## config.mk

```make
export PLATFORM = sky130hd
export DESIGN_NAME = vap_queue
export DESIGN_NICKNAME = d
export VERILOG_FILES = /design/src/rtl/core/vap_pkg.sv /design/src/rtl/core/vap_queue.sv
export SDC_FILE = /design/constraint.sdc
export NUM_CORES = 1
export LEC_CHECK = 0
export ABC_CLOCK_PERIOD_IN_PS = 2670
export BUFFER_PORTS_ARGS = -buffer_cell sky130_fd_sc_hd__buf_4
export CAP_MARGIN = 20
export CORE_MARGIN = 10
export CORE_UTILIZATION = 35
export DETAILED_ROUTE_END_ITERATION = 7
export GPL_ROUTABILITY_DRIVEN = 0
export HOLD_SLACK_MARGIN = 0.06
export PLACE_DENSITY = 0.56
export SETUP_SLACK_MARGIN = 0.3
export SLEW_MARGIN = 10
export SYNTH_ARGS = -nofsm -noshare
export SYNTH_HDL_FRONTEND = slang
export SYNTH_SLANG_ARGS = --single-unit
```

## constraint.sdc

```tcl
create_clock -name clk -period 2.67 [get_ports clk]
set_input_delay 0.1335 -clock clk [delete_from_list [all_inputs] [get_ports clk]]
set_output_delay 0.1335 -clock clk [all_outputs]
set_load 0.01 [all_outputs]
```

## src/rtl/core/vap_pkg.sv

```systemverilog
// Shared types and constants for the average intensity projection block.
// No dependencies; every other file imports this package.
package vap_pkg;

  localparam int MAX_SIDE    = 256;
  localparam int SIDE_BITS   = 8;
  localparam int SIZE_BITS   = 9;
  localparam int SAMPLE_BITS = 16;
  localparam int SUM_BITS    = 25;
  localparam int MAG_BITS    = 24;
  localparam int IDX_BITS    = 2 * SIDE_BITS;
  localparam int MEM_DEPTH   = MAX_SIDE * MAX_SIDE;
  localparam int Q_DEPTH     = 4;
  localparam int Q_PTR_BITS  = 2;
  localparam int Q_CNT_BITS  = 3;
  localparam int ADDR_BITS   = 5;
  localparam int DATA_BITS   = 32;
  localparam int CNT_BITS    = 5;

  localparam logic signed [SAMPLE_BITS-1:0] FLOOR_LEVEL = -16'sd500;

  typedef enum logic [2:0] {
    REG_AXIS_MODE    = 3'd0,
    REG_SIZE_X       = 3'd1,
    REG_SIZE_Y       = 3'd2,
    REG_SIZE_Z       = 3'd3,
    REG_SUB_RANGE_ON = 3'd4,
    REG_RANGE_FIRST  = 3'd5,
    REG_RANGE_END    = 3'd6
  } reg_idx_t;

  typedef enum logic [1:0] {
    AXIS_X = 2'd0,
    AXIS_Y = 2'd1,
    AXIS_Z = 2'd2
  } axis_t;

  typedef enum logic [1:0] {
    DIV_IDLE,
    DIV_RUN,
    DIV_DONE
  } div_state_t;

  // one classified voxel, front to back
  typedef struct packed {
    logic [IDX_BITS-1:0]           idx;
    logic                          first;
    logic                          in_range;
    logic                          last;
    logic signed [SAMPLE_BITS-1:0] sample;
    logic                          err;
    logic [SIZE_BITS-1:0]          len;
    logic                          done;
  } vap_entry_t;

  // finished pixel sum, accumulator to divider
  typedef struct packed {
    logic signed [SUM_BITS-1:0] sum;
    logic [SIZE_BITS-1:0]       len;
    logic                       err;
    logic [IDX_BITS-1:0]        idx;
    logic                       done;
  } div_req_t;

endpackage

```

## src/rtl/core/vap_queue.sv

```systemverilog
// Short queue of classified voxels between front end and accumulator.
// Depends on vap_pkg.
module vap_queue import vap_pkg::*; (
  input  logic       clk,
  input  logic       rst,
  input  logic       push,
  input  vap_entry_t din,
  input  logic       pop,
  output vap_entry_t dout,
  output logic       full,
  output logic       valid
);

  vap_entry_t            slots [Q_DEPTH];
  logic [Q_PTR_BITS-1:0] wr_ptr, rd_ptr;
  logic [Q_CNT_BITS-1:0] count, count_next;

  assign full  = (count == Q_CNT_BITS'(Q_DEPTH));
  assign valid = (count != '0);
  assign dout  = slots[rd_ptr];

  always_comb begin
    count_next = count;
    if (push && !pop) count_next = count + Q_CNT_BITS'(1);
    else if (pop && !push) count_next = count - Q_CNT_BITS'(1);
  end

  always_ff @(posedge clk) begin
    if (rst) begin
      wr_ptr <= '0;
      rd_ptr <= '0;
      count  <= '0;
    end else begin
      count <= count_next;
      if (push) wr_ptr <= wr_ptr + Q_PTR_BITS'(1);
      if (pop) rd_ptr <= rd_ptr + Q_PTR_BITS'(1);
    end
  end

  always_ff @(posedge clk) begin
    if (push) slots[wr_ptr] <= din;
  end

endmodule

```

==> results.py, run 1 <==
metrics = {
    "setup_path": {
        "path_delay_family": "flip-flops",
        "crit_arrival_ns": 1.96,
        "slowest_stage": "dfxtp_4",
        "timing.rr.start": "wr_ptr[0]",
        "startpoint_type": "register",
        "required_ns": 2.54,
        "critPathBufInv": 2,
        "critical_path_class": "reg -> out",
        "max_stage_delay_ns": 0.53,
        "r2r_slack_ns": 1.01,
        "cp_max_fo": 12,
        "cp-end-kind": "primary output",
        "worst_path_most_repeated_cell": "buf_4",
        "worstPathCellList": "buf_4 > mux4_2 > buf_4",
    },
    "placement": {
        "dp_hpwl_microns": 8250,
        "dp_slack_ns": 0.812,
        "io_buffers": 97,
    },
    "yosys": {
        "avgSynthCellArea_sq_um": 25.1,
        "yosys.cell_count.top_type": "edfxtp_1",
        "synth_xor_area_share_pct": 0.614,
        "synth_cell_types": 22,
        "yosys.area_share.simple_pct": 1.05,
        "synth_edf_count": 184,
        "synth-seq-area-share_pct": 80.0,
        "ys_seq_elements": 193,
        "synth_common_cells": "edfxtp_1, mux4_2, dfxtp_1, nor2_1, mux4_1",
        "synth_ff_type": "edfxtp_1",
        "synth-adder-area-share_pct": 1.16,
        "synth_compound_area_share_pct": 0.140,
        "synth_top_family_by_area": "multiplexers",
        "yosys_warnings": 0,
        "yosysTopAreaCell": "edfxtp_1",
        "synth.cell_area_sq_um": 7130,
        "synth-async-reset-ratio_pct": 0,
        "ys_top_cells_by_area": "edfxtp_1, mux4_2, dfxtp_1",
        "syn_nets": 340,
        "yosysTopAreaCellShare_pct": 77.5,
        "synth_mux_area_share_pct": 15.1,
        "synth_cells": 284,
    },
    "die": {
        "fp.dieArea_sq_um": 26500,
        "core_sq_um": 20200,
        "fp.dieW_microns": 163,
        "rows": 52,
        "die_h_microns": 163,
        "start_util_pct": 35.4,
        "boundaryPins": 98,
    },
    "pwr": {
        "leakage_nw": 3.20,
        "power_density_nw_per_um2": 733,
        "vdd_ir_drop_max_mv": 0.441,
    },
    "global_routing": {
        "grt_pass1_wl_microns": 21000,
        "grt_max_degree": 47,
        "grt_pass1_vias": 3791,
        "grtUsageTotal_pct": 10.5,
        "antenna_found_initial": 0,
        "grt_overflow_total": 0,
    },
    "timing": {
        "worst_pin_slew_ns": 0.441,
        "rsz0062_at_grt": "false",
        "skew_ns": 0.0135,
        "post-route-period-util_pct": 78.5,
        "worst_slack_ns": 0.574,
        "finalHoldViolCount": 0,
        "slew_headroom_pct": 70.6,
        "post-route-min-period_ns": 2.10,
        "setup_viol": 0,
        "slew_violations": 0,
        "fmax_mhz": 477,
        "finalSetupTns_ns": 0,
    },
    "route": {
        "drc": 0,
        "routed_via_density": 4.57,
        "postRouteAntennaNets": 0,
        "routed_wl_microns": 13700,
        "drt_first_pass_iters": 4,
        "drt-initial-drc-count": 111,
        "num_vias": 3339,
        "wl_per_cell_microns": 18.7,
    },
    "min_path": {
        "hp-class": "in -> reg",
        "hp-start": "din[31]",
    },
    "cells_and_area": {
        "nFillCells": 1722,
        "diodes": 0,
        "syn2layout_area_growth_pct": 30.9,
        "fin_nets": 503,
        "drive_above_1_share_pct": 39.1,
    },
    "clock_tree": {
        "cts_buffer_depth": 2,
        "htree_levels": 4,
        "cts_root_buf": "clkbuf_16",
        "worstSkewPairLatency_ns": 0.42,
        "clkSlewWorstSetupHoldPaths_ns": 0.07,
        "cts_sinks": 193,
        "cts_tree": "yes",
        "cts_resized": 0,
        "cts_buffers": 17,
    },
    "flow_run": {
        "max-cap-violations": 0,
    },
    "run_status": {
        "status": "finished clean",
    },
}
-- repair_timing --
action | CTS | global route
buffers inserted | 0 | 1
hold buffers | 50 | 0
endpoints found under the setup margin | 0 | 7
endpoints found under the hold margin | 193 | 0
-- cells by family after synthesis --
logic type / count (synthesis)
flops: 193
mux: 48
buf+inv: 15
simple gates: 15
fa+ha+maj: 6
xor+xnor: 5
compound gates: 2
-- worst paths after layout --
check,end,cells after the start
worst max-delay path,dout[10],3
worst min-delay path,slots[1][31],2
worst max register to register,slots[2][6],4
worst min register to register,rd_ptr[1],2
-- routing by layer --
layer	part of all wire (%)	wire [microns]	global-route usage [%]
met1	42	5800	12.3
met2	53	7180	17.7
met3	3.8	519	3.36
met4	1.3	172	3.93
met5	0	0	0
-- power breakdown --
part	internal [mW]	switching [mW]	total [mW]	leakage, nW
Sequential	3.47	0.0520	3.52	1.77
Clock	1.47	1.02	2.50	0.289
Combinational	0.446	0.369	0.815	1.15
-- worst reg2reg max path, stage by stage, from the launching register on --
cell and delay, ns:
dfxtp_1 0.35, inv_1 0.10, ha_1 0.14, and2_2 0.42, buf_12 0.28
-- layout make-up --
type                    instances  area, sq um  area share, %
flip-flops and latches        193         5710           61.2
repair buffers                155         1380           14.8
multi-input cells              76         1290           13.9
clock buffers                  19          433           4.64
well taps                     270          338           3.62
clock inverters                13          156           1.68
inverters                       4         15.0          0.161
-- through the flow --
| step | area [sq um] | power, mW | util [%] | hold WS, ns | cells |
|---|---|---|---|---|---|
| finish | 9330 | 6.84 | 46.3 | 0.453 | 730 |
| global route | 9330 | 7.12 | 46.3 | 0.430 | 730 |
| CTS | 9300 | 6.93 | 46.1 | 0.433 | 729 |
| detailed placement | 8210 | 4.36 | 40.7 | 0.337 | 647 |
| global placement | 8210 | 4.34 | 40.7 | 0.332 | 647 |
| floorplan | 7130 | 3.98 | - | 0.232 | 284 |
-- sequential cells by signal, indices dropped and copies added (netlist names), named ones only --
register,flops
slots,184
count,3
rd_ptr,2
wr_ptr,2
-- cell usage in the layout (no fill, tap or decap), drive strengths merged, types with 2 or more instances in the layout --
| cell | instances |
|---|---|
| mux4 | 46 |
| dlygate4sd3 | 50 |
| and2 | 4 |
| buf | 105 |
| inv | 7 |
| xnor2 | 2 |
| mux2i | 2 |
| or3 | 2 |
| edfxtp | 184 |
| clkinv | 6 |
| dfxtp | 9 |
| ha | 5 |
| nor2 | 7 |
| xor2 | 3 |
| clkbuf | 19 |
| bufinv | 3 |
Power figures use the tool's default switching activity.
==> inputs of run 2 (changes only) <==
ABC_AREA = 1   (was not set)
ABC_CLOCK_PERIOD_IN_PS = 1950   (was 2670)
clock period = 1.95 ns   (was 2.67 ns; I/O delays follow)
==> run 2 against run 1 <==
Compared with the run above:
- core utilization up 2.8 points
- clock-buffer cell count shrank 2
- worst hold slack worse by 0.071 ns
- sequential share of layout area shrank 4.0 points
- critical path type unchanged
- largest cell class unchanged
==> results.py, run 2 <==
metrics = {
    "run_status": {
        "status": "finished clean",
    },
    "cells_and_area": {
        "diodes": 0,
        "final_cell_mix": "edfxtp_1, buf_4, nor2_1",
        "fin_nets": 735,
        "layout_commonest_cell": "edfxtp_1",
        "syn2layout_area_growth_pct": 37.5,
        "regMostFlops": "slots",
        "nFillCells": 1733,
        "largestRegisters": "slots: 184 flops, count: 3 flops",
        "largest_reg_flops": 184,
        "drive_above_1_share_pct": 28.6,
    },
    "timing": {
        "skew_ns": 0.0164,
        "finalSetupTns_ns": 0,
        "slew_violations": 0,
        "fmax_mhz": 583,
        "rsz0062_at_grt": "true",
        "post-route-min-period_ns": 1.72,
        "worst_pin_slew_ns": 0.306,
        "setup_viol": 0,
        "finalHoldViolCount": 0,
        "slew_headroom_pct": 79.6,
        "post-route-period-util_pct": 88.0,
        "fin_hold_ws_ns": 0.383,
    },
    "die": {
        "fp.dieArea_sq_um": 26900,
        "core_sq_um": 20400,
        "boundaryPins": 98,
        "die_h_microns": 164,
        "fp.dieW_microns": 164,
        "start_util_pct": 35.7,
        "rows": 52,
    },
    "setup_path": {
        "crit_arrival_ns": 1.62,
        "path_delay_family": "buffers and inverters",
        "critical_path_class": "reg -> out",
        "timing.rr.start": "wr_ptr[1]",
        "cp_max_fo": 6,
        "reg2reg_depth": 5,
        "r2r_slack_ns": 0.48,
        "startpoint_type": "register",
        "worst_path_most_repeated_cell": "buf_6",
        "critPathBufInv": 4,
        "required_ns": 1.85,
        "max_stage_delay_ns": 0.43,
        "slowest_stage": "dfxtp_4",
        "r2r-end": "slots[1][8]",
        "worstPathCellList": "buf_6 > buf_6 > clkbuf_16 > o21ai_2 > o22ai_1 > buf_4",
        "cp-end-kind": "primary output",
    },
    "min_path": {
        "whs_path_depth": 3,
        "hp-start": "rst",
        "hp-class": "in -> reg",
        "hold_path_end": "count[0]",
    },
    "clock_tree": {
        "htree_levels": 4,
        "clkSlewWorstSetupHoldPaths_ns": 0.06,
        "worstSkewPairLatency_ns": 0.42,
        "cts_buffers": 17,
        "cts_root_buf": "clkbuf_16",
        "cts_buffer_depth": 2,
        "cts_tree": "yes",
        "cts_sinks": 193,
    },
    "pwr": {
        "power_density_nw_per_um2": 932,
        "leakage_nw": 3.57,
        "vdd_ir_drop_max_mv": 0.621,
    },
    "yosys": {
        "synth_edf_count": 184,
        "syn_nets": 560,
        "synth_cells": 504,
        "synth_common_cells": "edfxtp_1, nor2_1, o21ai_0, o22ai_1, o21ai_1",
        "ys_seq_elements": 193,
        "yosys_warnings": 0,
        "synth-seq-area-share_pct": 78.5,
        "yosys.cell_count.top_type": "edfxtp_1",
        "ys_top_cells_by_area": "edfxtp_1, nor2_1, o21ai_0",
        "avgSynthCellArea_sq_um": 14.4,
        "yosysTopAreaCellShare_pct": 76.0,
        "synth.cell_area_sq_um": 7270,
        "synth_cell_types": 21,
        "synth_ff_type": "edfxtp_1",
        "yosysTopAreaCell": "edfxtp_1",
        "synth-async-reset-ratio_pct": 0,
    },
    "global_routing": {
        "grt_pass1_vias": 4807,
        "grt_pass1_wl_microns": 26200,
        "grtUsageTotal_pct": 12.6,
        "grt_overflow_total": 0,
        "antenna_found_initial": 0,
        "grt_max_degree": 49,
    },
    "route": {
        "wl_per_cell_microns": 20.0,
        "routed_wl_microns": 19200,
        "routed_via_density": 4.93,
        "drt-initial-drc-count": 339,
        "drc": 0,
        "postRouteAntennaNets": 0,
        "drt_first_pass_iters": 4,
        "num_vias": 4731,
    },
    "placement": {
        "io_buffers": 97,
        "dp_hpwl_microns": 9950,
    },
    "flow_run": {
        "max-cap-violations": 0,
    },
}
run 2: cell count changes after synthesis, sizes merged, moves of 4 or more:
cell    previous run  this run
and2               4         0
buf                9        18
clkbuf             2        11
inv                4        16
mux4              46         0
nand2              1        10
nor2               7        99
o21ai              1        97
o22ai              0        46
run 2: per-layer routing:
layer	wire length, microns	GRT usage, %	share of wire (%)	up-vias
li1	-	-	-	2227
met4	112	4.55	0.58	0
met3	1080	3.03	5.6	8
met1	8500	16.0	44	2354
met2	9470	20.5	49	142
met5	0	0	0	-
run 2: final cells by class:
class                      count  area [sq um]  share of cell area, %
inverter                      17          86.3                  0.864
multi-input combinational    265          1410                   14.1
tap                          270           338                   3.38
sequential                   193          5710                   57.2
clock buffer                  17           425                   4.26
clock inverter                13           113                   1.13
timing repair buffer         185          1910                   19.1
run 2: worst reg2reg max path, cell delays in order (launching register included):
cell and delay (ns):
dfxtp_2 0.35, inv_2 0.05, ha_1 0.18, nand2_2 0.08, clkinvlp_4 0.25, buf_12 0.28
run 2: kinds of logic after synthesis:
kind of cell	after synthesis	share of synthesized area (%)
flip-flops	193	78.5
AO/OA/AOI/OAI	146	10.8
AND/OR/NAND/NOR	112	5.85
buffers and inverters	46	3.58
adder cells (fa/ha/maj)	6	1.14
XOR/XNOR	1	0.120
run 2: worst max-delay path by stage:
| stage | depth (start not counted) | startpoint | endpoint | slack (ns) |
|---|---|---|---|---|
| finish | 6 | register | dout[19] | 0.23 |
| global route | 5 | register | dout[15] | 0.17 |
| CTS | 4 | register | dout[28] | 0.18 |
| detailed placement | 5 | register | dout[45] | 0.45 |
| global placement | 5 | register | dout[45] | 0.47 |
| floorplan | 4 | wr_ptr[0] | slots[0][0] | 0.28 |
run 2: timing repair:
item | in CTS | in global routing
setup buffers | 4 | 5
resized for setup | 7 | 60
hold buffers | 49 | 0
hold endpoints to repair | 193 | 0
pin swaps | 0 | 21
setup endpoints to repair | 46 | 46
gates cloned | 0 | 15
run 2: where the power goes:
group	switching, mW	internal, mW
sequential	0.0588	4.73
clock	1.47	1.74
combinational	0.695	0.627
total	2.22	7.10
run 2: stage by stage:
step / instance area, sq um / worst slack (ns) / cells / power [mW] / util (%)
2_1_floorplan: 7300 / 0.285 / 504 / 5.36 / -
3_3_place_gp: 8400 / 0.470 / 857 / 5.87 / 41.2
3_5_place_dp: 8400 / 0.449 / 857 / 5.90 / 41.2
4_1_cts: 9480 / 0.179 / 940 / 9.20 / 46.5
5_1_grt: 10000 / 0.167 / 960 / 9.70 / 49.1
6_report: 10000 / 0.234 / 960 / 9.32 / 49.1
==> inputs of run 3 (changes only) <==
PLACE_DENSITY = 0.61   (was 0.56)
==> run 3 against run 2 <==
Compared with the run above:
- combinational power rose by 9%
- non-clock buffer count rose by 2
- sequential power barely moved
- wire length rose by 3.7%
- critical endpoint is now dout[13]
- critical path type unchanged
- setup slack got worse by 0.016 ns
==> results.py, run 3 (synthesis results as in run 2) <==
metrics = {
    "timing": {
        "rsz0062_at_grt": "true",
        "fmax_mhz": 577,
        "finalHoldViolCount": 0,
        "worst_slack_ns": 0.218,
        "post-route-min-period_ns": 1.73,
        "worst_pin_slew_ns": 0.412,
        "post-route-period-util_pct": 88.8,
        "fin_hold_ws_ns": 0.372,
        "setup_viol": 0,
        "slew_violations": 0,
        "slew_headroom_pct": 72.5,
        "skew_ns": 0.00645,
        "finalSetupTns_ns": 0,
    },
    "pwr": {
        "seqPwrFrac_pct": 49.3,
        "comb_power_share_pct": 14.8,
        "power_density_nw_per_um2": 939,
        "leakage_nw": 3.71,
        "report.power.total_mw": 9.74,
        "swShare_pct": 23.8,
        "p_switching_mw": 2.31,
        "internal_power_mw": 7.43,
        "vdd_ir_drop_max_mv": 0.606,
        "pwr-share-clk_pct": 35.9,
    },
    "run_status": {
        "status": "finished clean",
    },
    "clock_tree": {
        "worstSkewPairLatency_ns": 0.43,
        "cts_buffer_depth": 2,
        "cts_sinks": 193,
        "cts_root_buf": "clkbuf_16",
        "cts_tree": "yes",
        "clkSlewWorstSetupHoldPaths_ns": 0.07,
        "cts_buffers": 17,
        "htree_levels": 4,
    },
    "global_routing": {
        "grt_max_degree": 35,
        "grt_overflow_total": 0,
        "grtUsageTotal_pct": 13.4,
        "grt_pass1_wl_microns": 27700,
        "grt_pass1_vias": 5070,
        "antenna_found_initial": 0,
    },
    "die": {
        "start_util_pct": 35.7,
        "core_sq_um": 20400,
        "boundaryPins": 98,
        "die_h_microns": 164,
        "rows": 52,
        "fp.dieArea_sq_um": 26900,
        "fp.dieW_microns": 164,
    },
    "setup_path": {
        "path_delay_family": "buffers and inverters",
        "required_ns": 1.85,
        "cp_max_fo": 16,
        "worst_path_most_repeated_cell": "buf_12",
        "critPathBufInv": 3,
        "timing.rr.start": "wr_ptr[0]",
        "r2r_slack_ns": 0.44,
        "crit_arrival_ns": 1.63,
        "startpoint_type": "register",
        "slowest_stage": "dfxtp_4",
        "cp-end-kind": "primary output",
        "reg2reg_depth": 5,
        "worstPathCellList": "buf_12 > buf_12 > o21ai_0 > o22ai_2 > buf_4",
        "critical_path_class": "reg -> out",
        "max_stage_delay_ns": 0.37,
        "r2r-end": "slots[2][23]",
    },
    "min_path": {
        "hold_path_end": "count[0]",
        "hp-start": "rst",
        "hp-class": "in -> reg",
        "whs_path_depth": 3,
    },
    "cells_and_area": {
        "largestRegisters": "slots: 184 flops, count: 3 flops",
        "fin_util_pct": 51.0,
        "final_cell_mix": "edfxtp_1, buf_4, nor2_1",
        "drive_above_1_share_pct": 37.8,
        "layout_commonest_cell": "edfxtp_1",
        "regMostFlops": "slots",
        "largest_reg_flops": 184,
        "diodes": 0,
        "final_cell_area_sq_um": 10400,
        "stdcell_count": 964,
        "syn2layout_area_growth_pct": 42.7,
        "fin_nets": 738,
    },
    "placement": {
        "io_buffers": 97,
        "dp_slack_ns": 0.429,
        "dp_hpwl_microns": 9980,
        "placed_area_sq_um": 8330,
        "dp_cells": 858,
    },
    "route": {
        "routed_wl_microns": 19900,
        "routed_via_density": 5.05,
        "num_vias": 4867,
        "drc": 0,
        "drt-initial-drc-count": 404,
        "drt_first_pass_iters": 5,
        "wl_per_cell_microns": 20.6,
        "postRouteAntennaNets": 0,
    },
    "flow_run": {
        "max-cap-violations": 0,
    },
}
run 3: cell types whose count changed in the layout (fill, tap and decap cells not counted), moves of 5 or more:
cell,delta
o21ai_0,-10
buf_12,-5
buf_16,+8
o21ai_1,-11
buf_4,+9
nor2_4,+5
o21ai_2,+19
buf_6,-6
o22ai_2,+10
nor2_2,+26
nor2_1,-31
o22ai_1,-10
run 3: worst min-delay path, cell delays in order:
cell and delay [ns]:
dlygate4sd3_1 0.52, buf_4 0.10, nor2_1 0.04
run 3: worst max path at each step:
stage	from	slack, ns	to	depth (start not counted)
6_report	register	0.22	dout[13]	5
3_5_place_dp	wr_ptr[0]	0.43	slots[2][22]	5
3_3_place_gp	wr_ptr[0]	0.45	slots[2][27]	5
4_1_cts	register	0.22	dout[34]	5
2_1_floorplan	wr_ptr[0]	0.28	slots[0][0]	4
5_1_grt	register	0.16	dout[13]	5
run 3: power groups by stage:
stage          Sequential (mW)  Clock (mW)  Combinational [mW]
6_report                  4.80        3.50                1.44
5_1_grt                   4.81        3.74                1.55
4_1_cts                   4.79        3.55                1.21
3_5_place_dp              4.88           0                1.00
3_3_place_gp              4.87           0               0.972
2_1_floorplan             4.86           0               0.502
run 3: what timing repair did:
item	4_1_cts	5_1_grt
hold buffers	49	0
buffers inserted	4	5
pin swaps	10	19
resized for setup	43	108
endpoints found under the setup margin	46	46
gates cloned	5	12
endpoints found under the hold margin	193	0
run 3: area by class of cell:
cell class	count	area (sq um)
Clock inverter	14	161
Timing Repair Buffer	187	1950
Multi-Input combinational cell	265	1670
Timing Repair inverter	1	11.3
Fill cell	1724	9990
Sequential cell	193	5720
Tap cell	270	338
Inverter	17	105
Clock buffer	17	425
run 3: layer usage:
metal	vias up	share of wire (%)	global-route usage, %
met1	2459	44	15.8
li1	2245	-	-
met3	22	4.9	3.70
met2	141	50	23.5
met4	0	1.1	3.66
met5	-	0	0
