File: src/rtl/core/vap_pkg.sv
// Shared types and constants for the average intensity projection block.
// No dependencies; every other file imports this package.
package vap_pkg;

  localparam int MAX_SIDE    = 256;
  localparam int SIDE_BITS   = 8;
  localparam int SIZE_BITS   = 9;
  localparam int SAMPLE_BITS = 16;
  localparam int SUM_BITS    = 25;
  localparam int MAG_BITS    = 24;
  localparam int IDX_BITS    = 2 * SIDE_BITS;
  localparam int MEM_DEPTH   = MAX_SIDE * MAX_SIDE;
  localparam int Q_DEPTH     = 4;
  localparam int Q_PTR_BITS  = 2;
  localparam int Q_CNT_BITS  = 3;
  localparam int ADDR_BITS   = 5;
  localparam int DATA_BITS   = 32;
  localparam int CNT_BITS    = 5;

  localparam logic signed [SAMPLE_BITS-1:0] FLOOR_LEVEL = -16'sd500;

  typedef enum logic [2:0] {
    REG_AXIS_MODE    = 3'd0,
    REG_SIZE_X       = 3'd1,
    REG_SIZE_Y       = 3'd2,
    REG_SIZE_Z       = 3'd3,
    REG_SUB_RANGE_ON = 3'd4,
    REG_RANGE_FIRST  = 3'd5,
    REG_RANGE_END    = 3'd6
  } reg_idx_t;

  typedef enum logic [1:0] {
    AXIS_X = 2'd0,
    AXIS_Y = 2'd1,
    AXIS_Z = 2'd2
  } axis_t;

  typedef enum logic [1:0] {
    DIV_IDLE,
    DIV_RUN,
    DIV_DONE
  } div_state_t;

  // one classified voxel, front to back
  typedef struct packed {
    logic [IDX_BITS-1:0]           idx;
    logic                          first;
    logic                          in_range;
    logic                          last;
    logic signed [SAMPLE_BITS-1:0] sample;
    logic                          err;
    logic [SIZE_BITS-1:0]          len;
    logic                          done;
  } vap_entry_t;

  // finished pixel sum, accumulator to divider
  typedef struct packed {
    logic signed [SUM_BITS-1:0] sum;
    logic [SIZE_BITS-1:0]       len;
    logic                       err;
    logic [IDX_BITS-1:0]        idx;
    logic                       done;
  } div_req_t;

endpackage

File: src/rtl/core/vap_div.sv
// Bit-serial signed-by-unsigned divider with the result register that
// drives the output queue interface. Depends on vap_pkg.
module vap_div import vap_pkg::*; (
  input  logic                          clk,
  input  logic                          rst,
  input  logic                          start,
  input  div_req_t                      req,
  output logic                          ready,
  input  logic                          pop,
  output logic                          empty,
  output logic signed [SAMPLE_BITS-1:0] mean_value,
  output logic [SIDE_BITS-1:0]          pixel_col,
  output logic [SIDE_BITS-1:0]          pixel_row,
  output logic                          range_error,
  output logic                          image_done
);

  div_state_t state, state_next;

  logic [MAG_BITS-1:0]  work;
  logic [SIZE_BITS-1:0] rem;
  logic [SIZE_BITS-1:0] dvs;
  logic [SIZE_BITS:0]   rem_sh;
  logic [SIZE_BITS:0]   rem_diff;
  logic                 q_bit;
  logic [CNT_BITS-1:0]  cnt;
  logic                 neg;
  logic                 err;
  logic [IDX_BITS-1:0]  idx;
  logic                 done;
  logic [SUM_BITS-1:0]  mag;
  logic [SAMPLE_BITS-1:0] quo;
  logic                 out_valid;
  logic                 out_load;
  logic                 out_pop;

  always_comb begin
    state_next = state;
    unique case (state)
      DIV_IDLE: if (start) state_next = DIV_RUN;
      DIV_RUN:  if (cnt == CNT_BITS'(MAG_BITS - 1)) state_next = DIV_DONE;
      DIV_DONE: if (!out_valid || pop) state_next = DIV_IDLE;
      default:  state_next = DIV_IDLE;
    endcase
  end

  always_comb begin
    ready    = (state == DIV_IDLE);
    out_load = (state == DIV_DONE) && (!out_valid || pop);
  end

  always_ff @(posedge clk) begin
    if (rst) state <= DIV_IDLE;
    else state <= state_next;
  end

  assign mag      = req.sum[SUM_BITS-1] ? -req.sum : req.sum;
  assign rem_sh   = {rem, work[MAG_BITS-1]};
  assign rem_diff = rem_sh - {1'b0, dvs};
  assign q_bit    = (rem_sh >= {1'b0, dvs});
  assign quo      = work[SAMPLE_BITS-1:0];

  always_ff @(posedge clk) begin
    if (start && ready) begin
      work <= mag[MAG_BITS-1:0];
      rem  <= '0;
      cnt  <= '0;
      dvs  <= req.len;
      neg  <= req.sum[SUM_BITS-1];
      err  <= req.err;
      idx  <= req.idx;
      done <= req.done;
    end else if (state == DIV_RUN) begin
      rem  <= q_bit ? rem_diff[SIZE_BITS-1:0] : rem_sh[SIZE_BITS-1:0];
      work <= {work[MAG_BITS-2:0], q_bit};
      cnt  <= cnt + CNT_BITS'(1);
    end
  end

  assign out_pop = pop && out_valid;

  always_ff @(posedge clk) begin
    if (rst) out_valid <= 1'b0;
    else if (out_load) out_valid <= 1'b1;
    else if (out_pop) out_valid <= 1'b0;
  end

  always_ff @(posedge clk) begin
    if (out_load) begin
      if (err) mean_value <= '0;
      else mean_value <= neg ? -$signed(quo) : $signed(quo);
      pixel_col   <= idx[SIDE_BITS-1:0];
      pixel_row   <= idx[IDX_BITS-1:SIDE_BITS];
      range_error <= err;
      image_done  <= done;
    end
  end

  assign empty = !out_valid;

endmodule

File: config.mk
export PLATFORM = sky130hd
export DESIGN_NAME = vap_div
export DESIGN_NICKNAME = d
export VERILOG_FILES = /design/src/rtl/core/vap_pkg.sv /design/src/rtl/core/vap_div.sv
export SDC_FILE = /design/constraint.sdc
export NUM_CORES = 1
export LEC_CHECK = 0
export BUFFER_PORTS_ARGS = -buffer_cell sky130_fd_sc_hd__buf_2
export CAP_MARGIN = 40
export CORE_ASPECT_RATIO = 0.8
export CORE_MARGIN = 4
export CORE_UTILIZATION = 35
export DETAILED_ROUTE_END_ITERATION = 10
export HOLD_SLACK_MARGIN = 0.05
export PLACE_DENSITY = 0.57
export SETUP_SLACK_MARGIN = 0.05
export SLEW_MARGIN = 20
export SYNTH_ARGS = -nofsm -noshare
export SYNTH_HDL_FRONTEND = slang
export SYNTH_SLANG_ARGS = --single-unit
File: constraint.sdc
create_clock -name clk -period 4.3 [get_ports clk]
set_input_delay 0 -clock clk [delete_from_list [all_inputs] [get_ports clk]]
set_output_delay 0 -clock clk [all_outputs]
set_load 0.02 [all_outputs]
==> results.py, run 1 <==
metrics = {
    "detailed_routing": {
        "post_drt_wl_per_cell_um": 13.8,
        "ant_nets": 0,
        "drtIter0Drc": 190,
        "drt_first_pass_iters": 4,
        "wl_um": 10100,
        "vias_per_cell": 4.77,
        "drcViolationCount": 0,
        "vias": 3490,
    },
    "global_routing": {
        "antenna_found_initial": 2,
        "grt_pass1_wl_um": 17000,
        "grt_usage_pct": 13.1,
        "grt_overflow_total": 0,
        "grt_pass1_vias": 3443,
        "grt_max_degree": 54,
    },
    "setup_path": {
        "cpPeakStageDelay_ns": 0.47,
        "crit_chain": "inv_1, ha_1, inv_1, fa_1, a21oi_1, a211oi_1, nor3_1, buf_4, mux2_2, o21ai_0",
        "crit_required_ns": 4.57,
        "startpoint_type": "register",
        "rr_endpoint": "rem[0]$_SDFFE_PP0P_",
        "critPathArrivalTime_ns": 3.05,
        "path_class": "register to register",
        "critical_path.slowest_cell": "nor3_1",
        "cpMostUsedCell": "inv_1",
        "reg2reg_from": "work[23]$_DFFE_PP_",
        "critPathMaxFanout": 8,
        "ff2ff_setup_slack_ns": 1.51,
        "reg2reg_depth": 10,
        "cp-end-kind": "register",
    },
    "synthesis": {
        "netlist_area_um2": 4860,
        "synth_area_leaders": "edfxtp_1 53%, xor2_1 7.0%, dfxtp_1 7.0%, o21ai_0 3.8%, ha_1 3.1%",
        "syn_inst": 417,
        "synth_edf_count": 86,
        "yosys.area.top_type": "edfxtp_1",
        "synthArstFlopShare_pct": 0,
        "yosysSeqAreaShare_pct": 60.1,
        "synth_nets": 486,
        "synth_most_common_cell": "edfxtp_1",
        "synthFlopType": "edfxtp_1",
        "ys_ff_latch": 103,
        "syn_area_per_cell_um2": 11.7,
        "ys_warn_count": 0,
        "synth_common_cells": "86 x edfxtp_1, 39 x nand2_1, 39 x xor2_1, 37 x o21ai_0, 31 x nor2_1",
        "yosysTopAreaCellShare_pct": 53.1,
        "synth.distinct_cells": 51,
    },
    "min_path": {
        "hold_depth": 3,
        "hp-start": "req[48]",
        "hold_path_class": "input port to register",
        "hold_end": "work[21]$_DFFE_PP_",
    },
    "job": {
        "drv_cap": 0,
    },
    "floorplan": {
        "dieArea_um2": 15900,
        "die_height_um": 113,
        "core-area_um2": 13600,
        "io_pins": 92,
        "die_x_um": 140,
        "initial_core_util_pct": 35.8,
        "fp-row-count": 38,
    },
    "timing": {
        "fin_tns_setup_ns": 0,
        "finalMaxSlewViolations": 0,
        "tightest_slew_ns": 0.684,
        "fin_crit_sh_pct": 64.8,
        "slew_headroom_pct": 54.3,
        "rsz0062_at_grt": "no",
        "report.final.hold_viol_count": 0,
        "fin_ws_ns": 1.51,
        "skew_ns": 0.00618,
        "max_freq_mhz": 359,
        "setup_violations": 0,
        "period_needed_ns": 2.79,
    },
    "clock_network": {
        "numClockSinks": 103,
        "cts_resized": 0,
        "insertion_delay_ns": 0.35,
        "cts.path.max_buffers": 2,
        "cts_tree": "done",
        "cts-root-buf": "clkbuf_16",
        "numCtsBuffers": 9,
        "htree_num_levels": 3,
        "clk_pin_slew_ns": 0.08,
    },
    "cells_and_area": {
        "fill_cells": 1274,
        "syn2layout_area_growth_pct": 28.2,
        "fin_util_pct": 45.9,
        "final_nets": 615,
        "drive_above_1_share_pct": 21.8,
    },
    "placement": {
        "numPortBuffers": 91,
        "dp_hpwl_um": 7320,
        "post-place-ws_ns": 1.53,
        "gp_congestion": 0.810,
    },
    "run_status": {
        "status": "complete, no violations",
    },
    "power": {
        "power.leakage_nw": 2.47,
        "power.total_w": 0.00262,
        "ir_worst_vdd_mv": 0.232,
        "cellPowerDensity_nw_per_um2": 420,
    },
}
==> per-layer routing <==
| layer | part of all wire [%] | track usage (%) | vias up |
|---|---|---|---|
| met5 | 0.12 | 0 | - |
| met4 | 0.95 | 3.10 | 2 |
| met3 | 6.9 | 3.98 | 14 |
| met2 | 42 | 20.3 | 100 |
| met1 | 50 | 18.1 | 1585 |
| li1 | - | - | 1789 |
==> power by group <==
group / switching (W) / leakage, nW / internal [W]
clock network: 0.000402 / 0.150 / 0.000416
registers: 0.0000703 / 0.954 / 0.00119
logic: 0.000294 / 1.37 / 0.000249
==> cells in the final DEF, fill, tap and decap left out, types with 3 or more instances in the layout <==
cell           count
nand3_1           17
o31ai_1           10
inv_1             22
dfxtp_1           17
edfxtp_1          86
a21oi_1           14
xor2_1            39
nand2b_1           9
nor4_1             6
clkbuf_16          9
nor2_1            31
xnor2_1            5
nand2_1           39
dlygate4sd3_1     36
nor3_1             7
o41ai_1            6
clkinv_8           3
nand4_1            3
buf_4              3
ha_1              12
mux2i_1            7
buf_2             91
o21ai_0           37
==> registers in the layout, indices dropped and copies added (netlist names), 5 cells and up <==
name / count
work: 24
idx: 16
mean_value: 16
dvs: 9
rem: 9
pixel_col: 8
pixel_row: 8
cnt: 5
==> per-stage QoR <==
step                instances  hold slack [ns]  cell area [µm²]
CTS                       731           0.0502             6230
detailed placement        679            0.178             5560
global route              732           0.0601             6240
floorplan                 417           0.0691             4860
finish                    732           0.0503             6240
global placement          677            0.178             5520
==> logic make-up (layout without fill, tap and decap cells) <==
| group | Yosys count | in the layout | synth area share, % |
|---|---|---|---|
| adder cells (fa/ha/maj) | 13 | 13 | 3.50 |
| buffers and inverters | 36 | 170 | 2.80 |
| AND/OR/NAND/NOR | 127 | 127 | 12.7 |
| AO/OA/AOI/OAI | 86 | 86 | 11.3 |
| multiplexers | 8 | 8 | 1.67 |
| XOR/XNOR | 44 | 44 | 7.92 |
| other | 0 | 1 | 0 |
| flip-flops | 103 | 103 | 60.1 |
==> what timing repair did <==
| item | 4_1_cts | 5_1_grt |
|---|---|---|
| hold endpoints to repair | 36 | 0 |
| hold buffers | 36 | 0 |
| buffers inserted | 0 | 0 |
==> worst max-delay path by stage <==
stage | from | to | slack [ns] | cells after the start
after CTS | work[23]$_DFFE_PP_ | rem[0]$_SDFFE_PP0P_ | 1.50 | 10
after global placement | work[23]$_DFFE_PP_ | rem[0]$_SDFFE_PP0P_ | 1.65 | 10
final | work[23]$_DFFE_PP_ | rem[0]$_SDFFE_PP0P_ | 1.51 | 10
after global routing | work[23]$_DFFE_PP_ | rem[0]$_SDFFE_PP0P_ | 1.29 | 10
after detailed placement | work[23]$_DFFE_PP_ | rem[0]$_SDFFE_PP0P_ | 1.53 | 10
after floorplan | state[0]$_SDFFE_PP0P_ | image_done$_DFFE_PP_ | 1.83 | 2
==> critical path: cells and delay by family, from the launching register on <==
kind / cells / cell delay, ns
compound gates: 3 / 0.54
fa+ha+maj: 2 / 0.57
buf+inv: 3 / 0.42
flops: 1 / 0.36
mux: 1 / 0.35
simple gates: 1 / 0.47
==> final cells by class <==
cell class | instances | area [µm²] | area share [%]
inverter | 22 | 82.6 | 1.32
clock inverter | 7 | 86.3 | 1.38
tap | 180 | 225 | 3.61
clock buffer | 9 | 225 | 3.61
multi-input combinational | 278 | 1810 | 29.0
sequential | 103 | 2920 | 46.9
timing repair buffer | 132 | 881 | 14.1
antenna | 1 | 2.50 | 0.0401
(Power assumes the default switching activity.)
==> run 2: changes to the inputs <==
Clock period 4.3 ns to 2.65 ns, I/O delays scaled along.
==> run 2 against run 1 <==
Against the previous run:
- utilization is 0.20 points lower
- wire length fell by 2.5%
- worst setup slack lost 1.2 ns
- cell count increased by 0.14%
- total power up 60%
- maximum frequency up 18%
- critical path depth did not move
- sequential power is 62% higher
- critical path type unchanged
==> results.py, run 2 (synthesis results as in run 1) <==
metrics = {
    "placement": {
        "dp_hpwl_um": 7140,
        "gp_congestion": 0.806,
        "post-place-ws_ns": 0.257,
        "numPortBuffers": 91,
    },
    "setup_path": {
        "cp_top_family": "adder cells",
        "critical_path.slowest_cell": "fa_1",
        "cpMostUsedCell": "inv_1",
        "path_class": "register to register",
        "rr_endpoint": "rem[0]$_SDFFE_PP0P_",
        "critPathMaxFanout": 5,
        "crit_required_ns": 2.92,
        "crit_cells": 10,
        "reg2reg_depth": 10,
        "cpPeakStageDelay_ns": 0.44,
        "path_buf_inv": 3,
        "reg2reg_from": "work[23]$_DFFE_PP_",
        "ff2ff_setup_slack_ns": 0.29,
        "crit_chain": "inv_1, ha_1, inv_1, fa_1, a21oi_2, a211oi_1, nor3_1, buf_4, mux2_2, o21ai_0",
        "cp-end-kind": "register",
        "crit_start": "work[23]$_DFFE_PP_",
        "endpoint": "rem[0]$_SDFFE_PP0P_",
        "startpoint_type": "register",
        "critPathArrivalTime_ns": 2.63,
    },
    "clock_network": {
        "post_cts_buffers": 0,
        "cts.path.max_buffers": 2,
        "cts_tree": "done",
        "clk_pin_slew_ns": 0.07,
        "insertion_delay_ns": 0.35,
        "numClockSinks": 103,
        "cts-root-buf": "clkbuf_16",
        "htree_num_levels": 3,
        "numCtsBuffers": 9,
    },
    "timing": {
        "slew_headroom_pct": 52.3,
        "fin_ws_ns": 0.291,
        "tightest_slew_ns": 0.713,
        "skew_ns": 0.00592,
        "fin_tns_setup_ns": 0,
        "max_freq_mhz": 424,
        "report.final.hold_viol_count": 0,
        "setup_violations": 0,
        "holdWs_ns": 0.0659,
        "rsz0062_at_grt": "no",
        "finalMaxSlewViolations": 0,
        "period_needed_ns": 2.36,
        "fin_crit_sh_pct": 89.0,
    },
    "power": {
        "power.internal_w": 0.00299,
        "p_switching_w": 0.00119,
        "cellPowerDensity_nw_per_um2": 673,
        "pwr-share-seq_pct": 48.9,
        "power.total_w": 0.00418,
        "power.leakage_nw": 2.47,
        "comb_power_share_pct": 21.3,
        "p_clk_share_pct": 29.8,
        "switching_share_pct": 28.4,
        "ir_worst_vdd_mv": 0.319,
    },
    "global_routing": {
        "grt_pass1_vias": 3309,
        "grt_max_degree": 46,
        "grt_pass1_wl_um": 16400,
        "grt_overflow_total": 0,
        "antenna_found_initial": 1,
        "grt_usage_pct": 12.7,
    },
    "detailed_routing": {
        "drcViolationCount": 0,
        "vias": 3460,
        "vias_per_cell": 4.72,
        "wl_um": 9830,
        "post_drt_wl_per_cell_um": 13.4,
        "drtIter0Drc": 216,
        "drt_first_pass_iters": 4,
        "ant_nets": 0,
    },
    "cells_and_area": {
        "multiInputGateArea_um2": 1820,
        "largest_reg_flops": 24,
        "fill_cells": 1307,
        "fin_util_pct": 45.7,
        "reg_top3": "work: 24 flops, idx: 16 flops, mean_value: 16 flops",
        "syn2layout_area_growth_pct": 27.7,
        "mostFrequentLayoutCells": "91 x buf_2, 86 x edfxtp_1, 39 x nand2_1, 39 x xor2_1",
        "final_nets": 617,
        "regArea_um2": 2920,
        "top_register": "work",
        "diodes": 0,
        "drive_above_1_share_pct": 21.9,
        "layout_commonest_cell": "buf_2",
    },
    "min_path": {
        "hp-start": "req[31]",
        "hold_path_class": "input port to register",
    },
    "job": {
        "drv_cap": 0,
    },
    "floorplan": {
        "fp-row-count": 38,
        "io_pins": 92,
        "core-area_um2": 13600,
        "die_height_um": 113,
        "initial_core_util_pct": 35.8,
        "dieArea_um2": 15900,
        "die_x_um": 140,
    },
    "run_status": {
        "status": "complete, no violations",
    },
}
run 2: tightest hold or removal path, cell delays in order:
cell     delay [ns]
buf_2          0.11
xor2_1         0.06
o21ai_0        0.13
run 2: through the flow:
step | cell area [µm²] | cells
detailed placement | 5560 | 680
floorplan | 4860 | 417
global placement | 5560 | 680
finish | 6210 | 733
global route | 6210 | 733
CTS | 6210 | 733
run 2: timing repair:
item,in CTS,in global routing
hold buffers,37,0
resized for setup,0,1
hold endpoints to repair,37,0
endpoints found under the setup margin,0,1
run 2: layer usage:
layer | vias up | track usage (%) | wire length, µm
li1 | 1781 | - | -
met1 | 1587 | 17.7 | 5000
met4 | 2 | 2.71 | 71
met5 | - | 0 | 13
met2 | 77 | 19.0 | 4120
met3 | 13 | 4.90 | 632
run 2: worst min-delay path by stage:
stage | end | slack (ns) | depth (start not counted)
after detailed placement | idx[15]$_DFFE_PP_ | 0.18 | 1
after CTS | work[4]$_DFFE_PP_ | 0.06 | 3
final | work[4]$_DFFE_PP_ | 0.07 | 3
after global routing | work[19]$_DFFE_PP_ | 0.07 | 3
after floorplan | out_valid$_SDFFE_PP0P_ | 0.07 | 1
after global placement | dvs[3]$_DFFE_PP_ | 0.18 | 1
run 2: cell type report:
| cell class | count | area share, % |
|---|---|---|
| sequential | 103 | 47.1 |
| multi-input combinational | 278 | 29.2 |
| timing repair buffer | 134 | 14.2 |
| clock buffer | 9 | 3.63 |
| tap | 180 | 3.63 |
| inverter | 22 | 1.33 |
| clock inverter | 7 | 0.887 |
run 2: power by group through the flow:
stage / clock, W / sequential [W] / combinational, W
after floorplan: 0 / 0.00204 / 0.000638
after global placement: 0 / 0.00207 / 0.000822
after detailed placement: 0 / 0.00208 / 0.000851
after CTS: 0.00129 / 0.00204 / 0.000894
after global routing: 0.00137 / 0.00206 / 0.00101
final: 0.00125 / 0.00204 / 0.000891
==> run 3: changes to the inputs <==
Settings changed: BUFFER_PORTS_ARGS -buffer_cell sky130_fd_sc_hd__buf_2 to unset, CTS_CLUSTER_DIAMETER set to 40, DONT_BUFFER_PORTS set to 1, PLACE_DENSITY 0.57 to 0.51.
==> run 3 against run 2 <==
Against the previous run:
- sequential cell count stayed put
- wire length increased by 4.9%
- global-route usage grew 0.65 points
- die area did not move
- largest cell class unchanged
- highest routed layer is now met4
==> results.py, run 3 (synthesis results as in run 1) <==
metrics = {
    "timing": {
        "finalMaxSlewViolations": 0,
        "report.final.hold_viol_count": 0,
        "fin_ws_ns": 0.283,
        "setup_violations": 0,
        "slew_headroom_pct": 58.8,
        "tightest_slew_ns": 0.617,
        "max_freq_mhz": 422,
        "fin_crit_sh_pct": 89.3,
        "period_needed_ns": 2.37,
        "skew_ns": 0.00718,
        "fin_tns_setup_ns": 0,
        "rsz0062_at_grt": "no",
    },
    "setup_path": {
        "critical_path.slowest_cell": "fa_1",
        "crit_required_ns": 2.89,
        "cp-end-kind": "register",
        "path_buf_inv": 3,
        "cp_top_family": "compound AO/OA/AOI/OAI gates",
        "rr_endpoint": "rem[5]$_SDFFE_PP0P_",
        "startpoint_type": "register",
        "reg2reg_depth": 10,
        "cpMostUsedCell": "inv_1",
        "reg2reg_from": "work[23]$_DFFE_PP_",
        "critPathArrivalTime_ns": 2.61,
        "path_class": "register to register",
        "critPathMaxFanout": 8,
        "cpPeakStageDelay_ns": 0.41,
        "ff2ff_setup_slack_ns": 0.28,
        "crit_chain": "inv_1, ha_1, inv_1, fa_1, a21oi_1, a211oi_1, nor3_2, buf_4, a311oi_1, a311o_1",
    },
    "detailed_routing": {
        "wl_um": 10300,
        "drcViolationCount": 0,
        "drt_first_pass_iters": 4,
        "vias": 3328,
        "drtIter0Drc": 249,
        "ant_nets": 0,
        "vias_per_cell": 5.01,
        "post_drt_wl_per_cell_um": 15.5,
    },
    "power": {
        "cellPowerDensity_nw_per_um2": 715,
        "power.leakage_nw": 2.22,
        "ir_worst_vdd_mv": 0.417,
    },
    "global_routing": {
        "grt_overflow_total": 0,
        "antenna_found_initial": 0,
        "grt_pass1_vias": 3223,
        "grt_usage_pct": 13.3,
        "grt_pass1_wl_um": 16900,
        "grt_max_degree": 35,
    },
    "clock_network": {
        "clk_pin_slew_ns": 0.07,
        "post_cts_buffers": 0,
        "cts_tree": "done",
        "numClockSinks": 103,
        "numCtsBuffers": 9,
        "cts-root-buf": "clkbuf_16",
        "insertion_delay_ns": 0.35,
        "cts.path.max_buffers": 2,
        "htree_num_levels": 3,
    },
    "cells_and_area": {
        "top_register": "work",
        "regArea_um2": 2920,
        "multiInputGateArea_um2": 1820,
        "layout_commonest_cell": "edfxtp_1",
        "drive_above_1_share_pct": 6.61,
        "final_nets": 548,
        "fill_cells": 1298,
        "diodes": 0,
        "syn2layout_area_growth_pct": 23.4,
        "largest_reg_flops": 24,
        "mostFrequentLayoutCells": "86 x edfxtp_1, 57 x dlygate4sd3_1, 39 x nand2_1, 39 x xor2_1, 37 x o21ai_0",
        "fin_util_pct": 44.1,
        "reg_top3": "work: 24 flops, idx: 16 flops, mean_value: 16 flops",
    },
    "placement": {
        "gp_congestion": 0.811,
        "post-place-ws_ns": 0.160,
        "dp_hpwl_um": 7140,
        "numPortBuffers": 0,
    },
    "floorplan": {
        "fp-row-count": 38,
        "dieArea_um2": 15900,
        "die_x_um": 140,
        "io_pins": 92,
        "die_height_um": 113,
        "initial_core_util_pct": 35.8,
        "core-area_um2": 13600,
    },
    "min_path": {
        "hold_depth": 3,
        "hold_end": "work[13]$_DFFE_PP_",
        "hold_path_class": "input port to register",
        "hp-start": "req[39]",
    },
    "job": {
        "drv_cap": 0,
    },
    "run_status": {
        "status": "complete, no violations",
    },
}
run 3: changes by cell type in the layout (fill, tap and decap cells not counted), sizes merged:
cell	before	now
buf	97	8
bufinv	0	1
clkbuf	9	10
clkinv	3	2
dlygate4sd3	37	57
inv	26	25
run 3: report_power, final:
group	switching [W]	total (W)	internal [W]
Combinational	0.000470	0.000882	0.000412
Clock	0.000606	0.00136	0.000750
Sequential	0.000126	0.00205	0.00193
run 3: through the flow:
| step | total power [W] | hold WS (ns) | instance area, µm² | std cells |
|---|---|---|---|---|
| 2_1_floorplan | 0.00267 | 0.0691 | 4860 | 417 |
| 3_3_place_gp | 0.00286 | 0.0718 | 5110 | 590 |
| 3_5_place_dp | 0.00288 | 0.0716 | 5110 | 590 |
| 4_1_cts | 0.00434 | 0.0583 | 5980 | 663 |
| 5_1_grt | 0.00456 | 0.0815 | 6000 | 664 |
| 6_report | 0.00429 | 0.0678 | 6000 | 664 |
run 3: area by class of cell:
| type | instances | share of cell area, % |
|---|---|---|
| Tap cell | 180 | 3.75 |
| Multi-Input combinational cell | 278 | 30.3 |
| Clock inverter | 6 | 1.27 |
| Sequential cell | 103 | 48.7 |
| Clock buffer | 10 | 3.82 |
| Inverter | 22 | 1.38 |
| Timing Repair Buffer | 65 | 10.8 |
run 3: worst min-delay path: stages:
cell and delay [ns]:
o31ai_1 0.06, xor2_1 0.12, o21ai_0 0.07
run 3: what timing repair did:
action,CTS,global route
gates resized for setup,0,1
hold endpoints to repair,55,0
setup endpoints to repair,0,9
hold buffers,57,0
run 3: worst max-delay path by stage:
| stage | startpoint | endpoint | slack [ns] | cells past startpoint |
|---|---|---|---|---|
| final | work[23]$_DFFE_PP_ | rem[5]$_SDFFE_PP0P_ | 0.28 | 10 |
| after global routing | work[23]$_DFFE_PP_ | rem[5]$_SDFFE_PP0P_ | 0.08 | 10 |
| after CTS | work[23]$_DFFE_PP_ | rem[5]$_SDFFE_PP0P_ | 0.17 | 10 |
| after detailed placement | work[23]$_DFFE_PP_ | rem[5]$_SDFFE_PP0P_ | 0.16 | 10 |
| after global placement | work[23]$_DFFE_PP_ | rem[5]$_SDFFE_PP0P_ | 0.22 | 10 |
| after floorplan | state[0]$_SDFFE_PP0P_ | image_done$_DFFE_PP_ | 0.18 | 2 |
run 3: routing by layer:
layer  vias to the layer above  GRT usage, %  part of all wire (%)
met5                         -             0                     0
met4                         0          2.91                  0.59
met3                         7          5.78                   6.9
met2                       108          18.8                    43
met1                      1565          19.1                    50
li1                       1648             -                     -
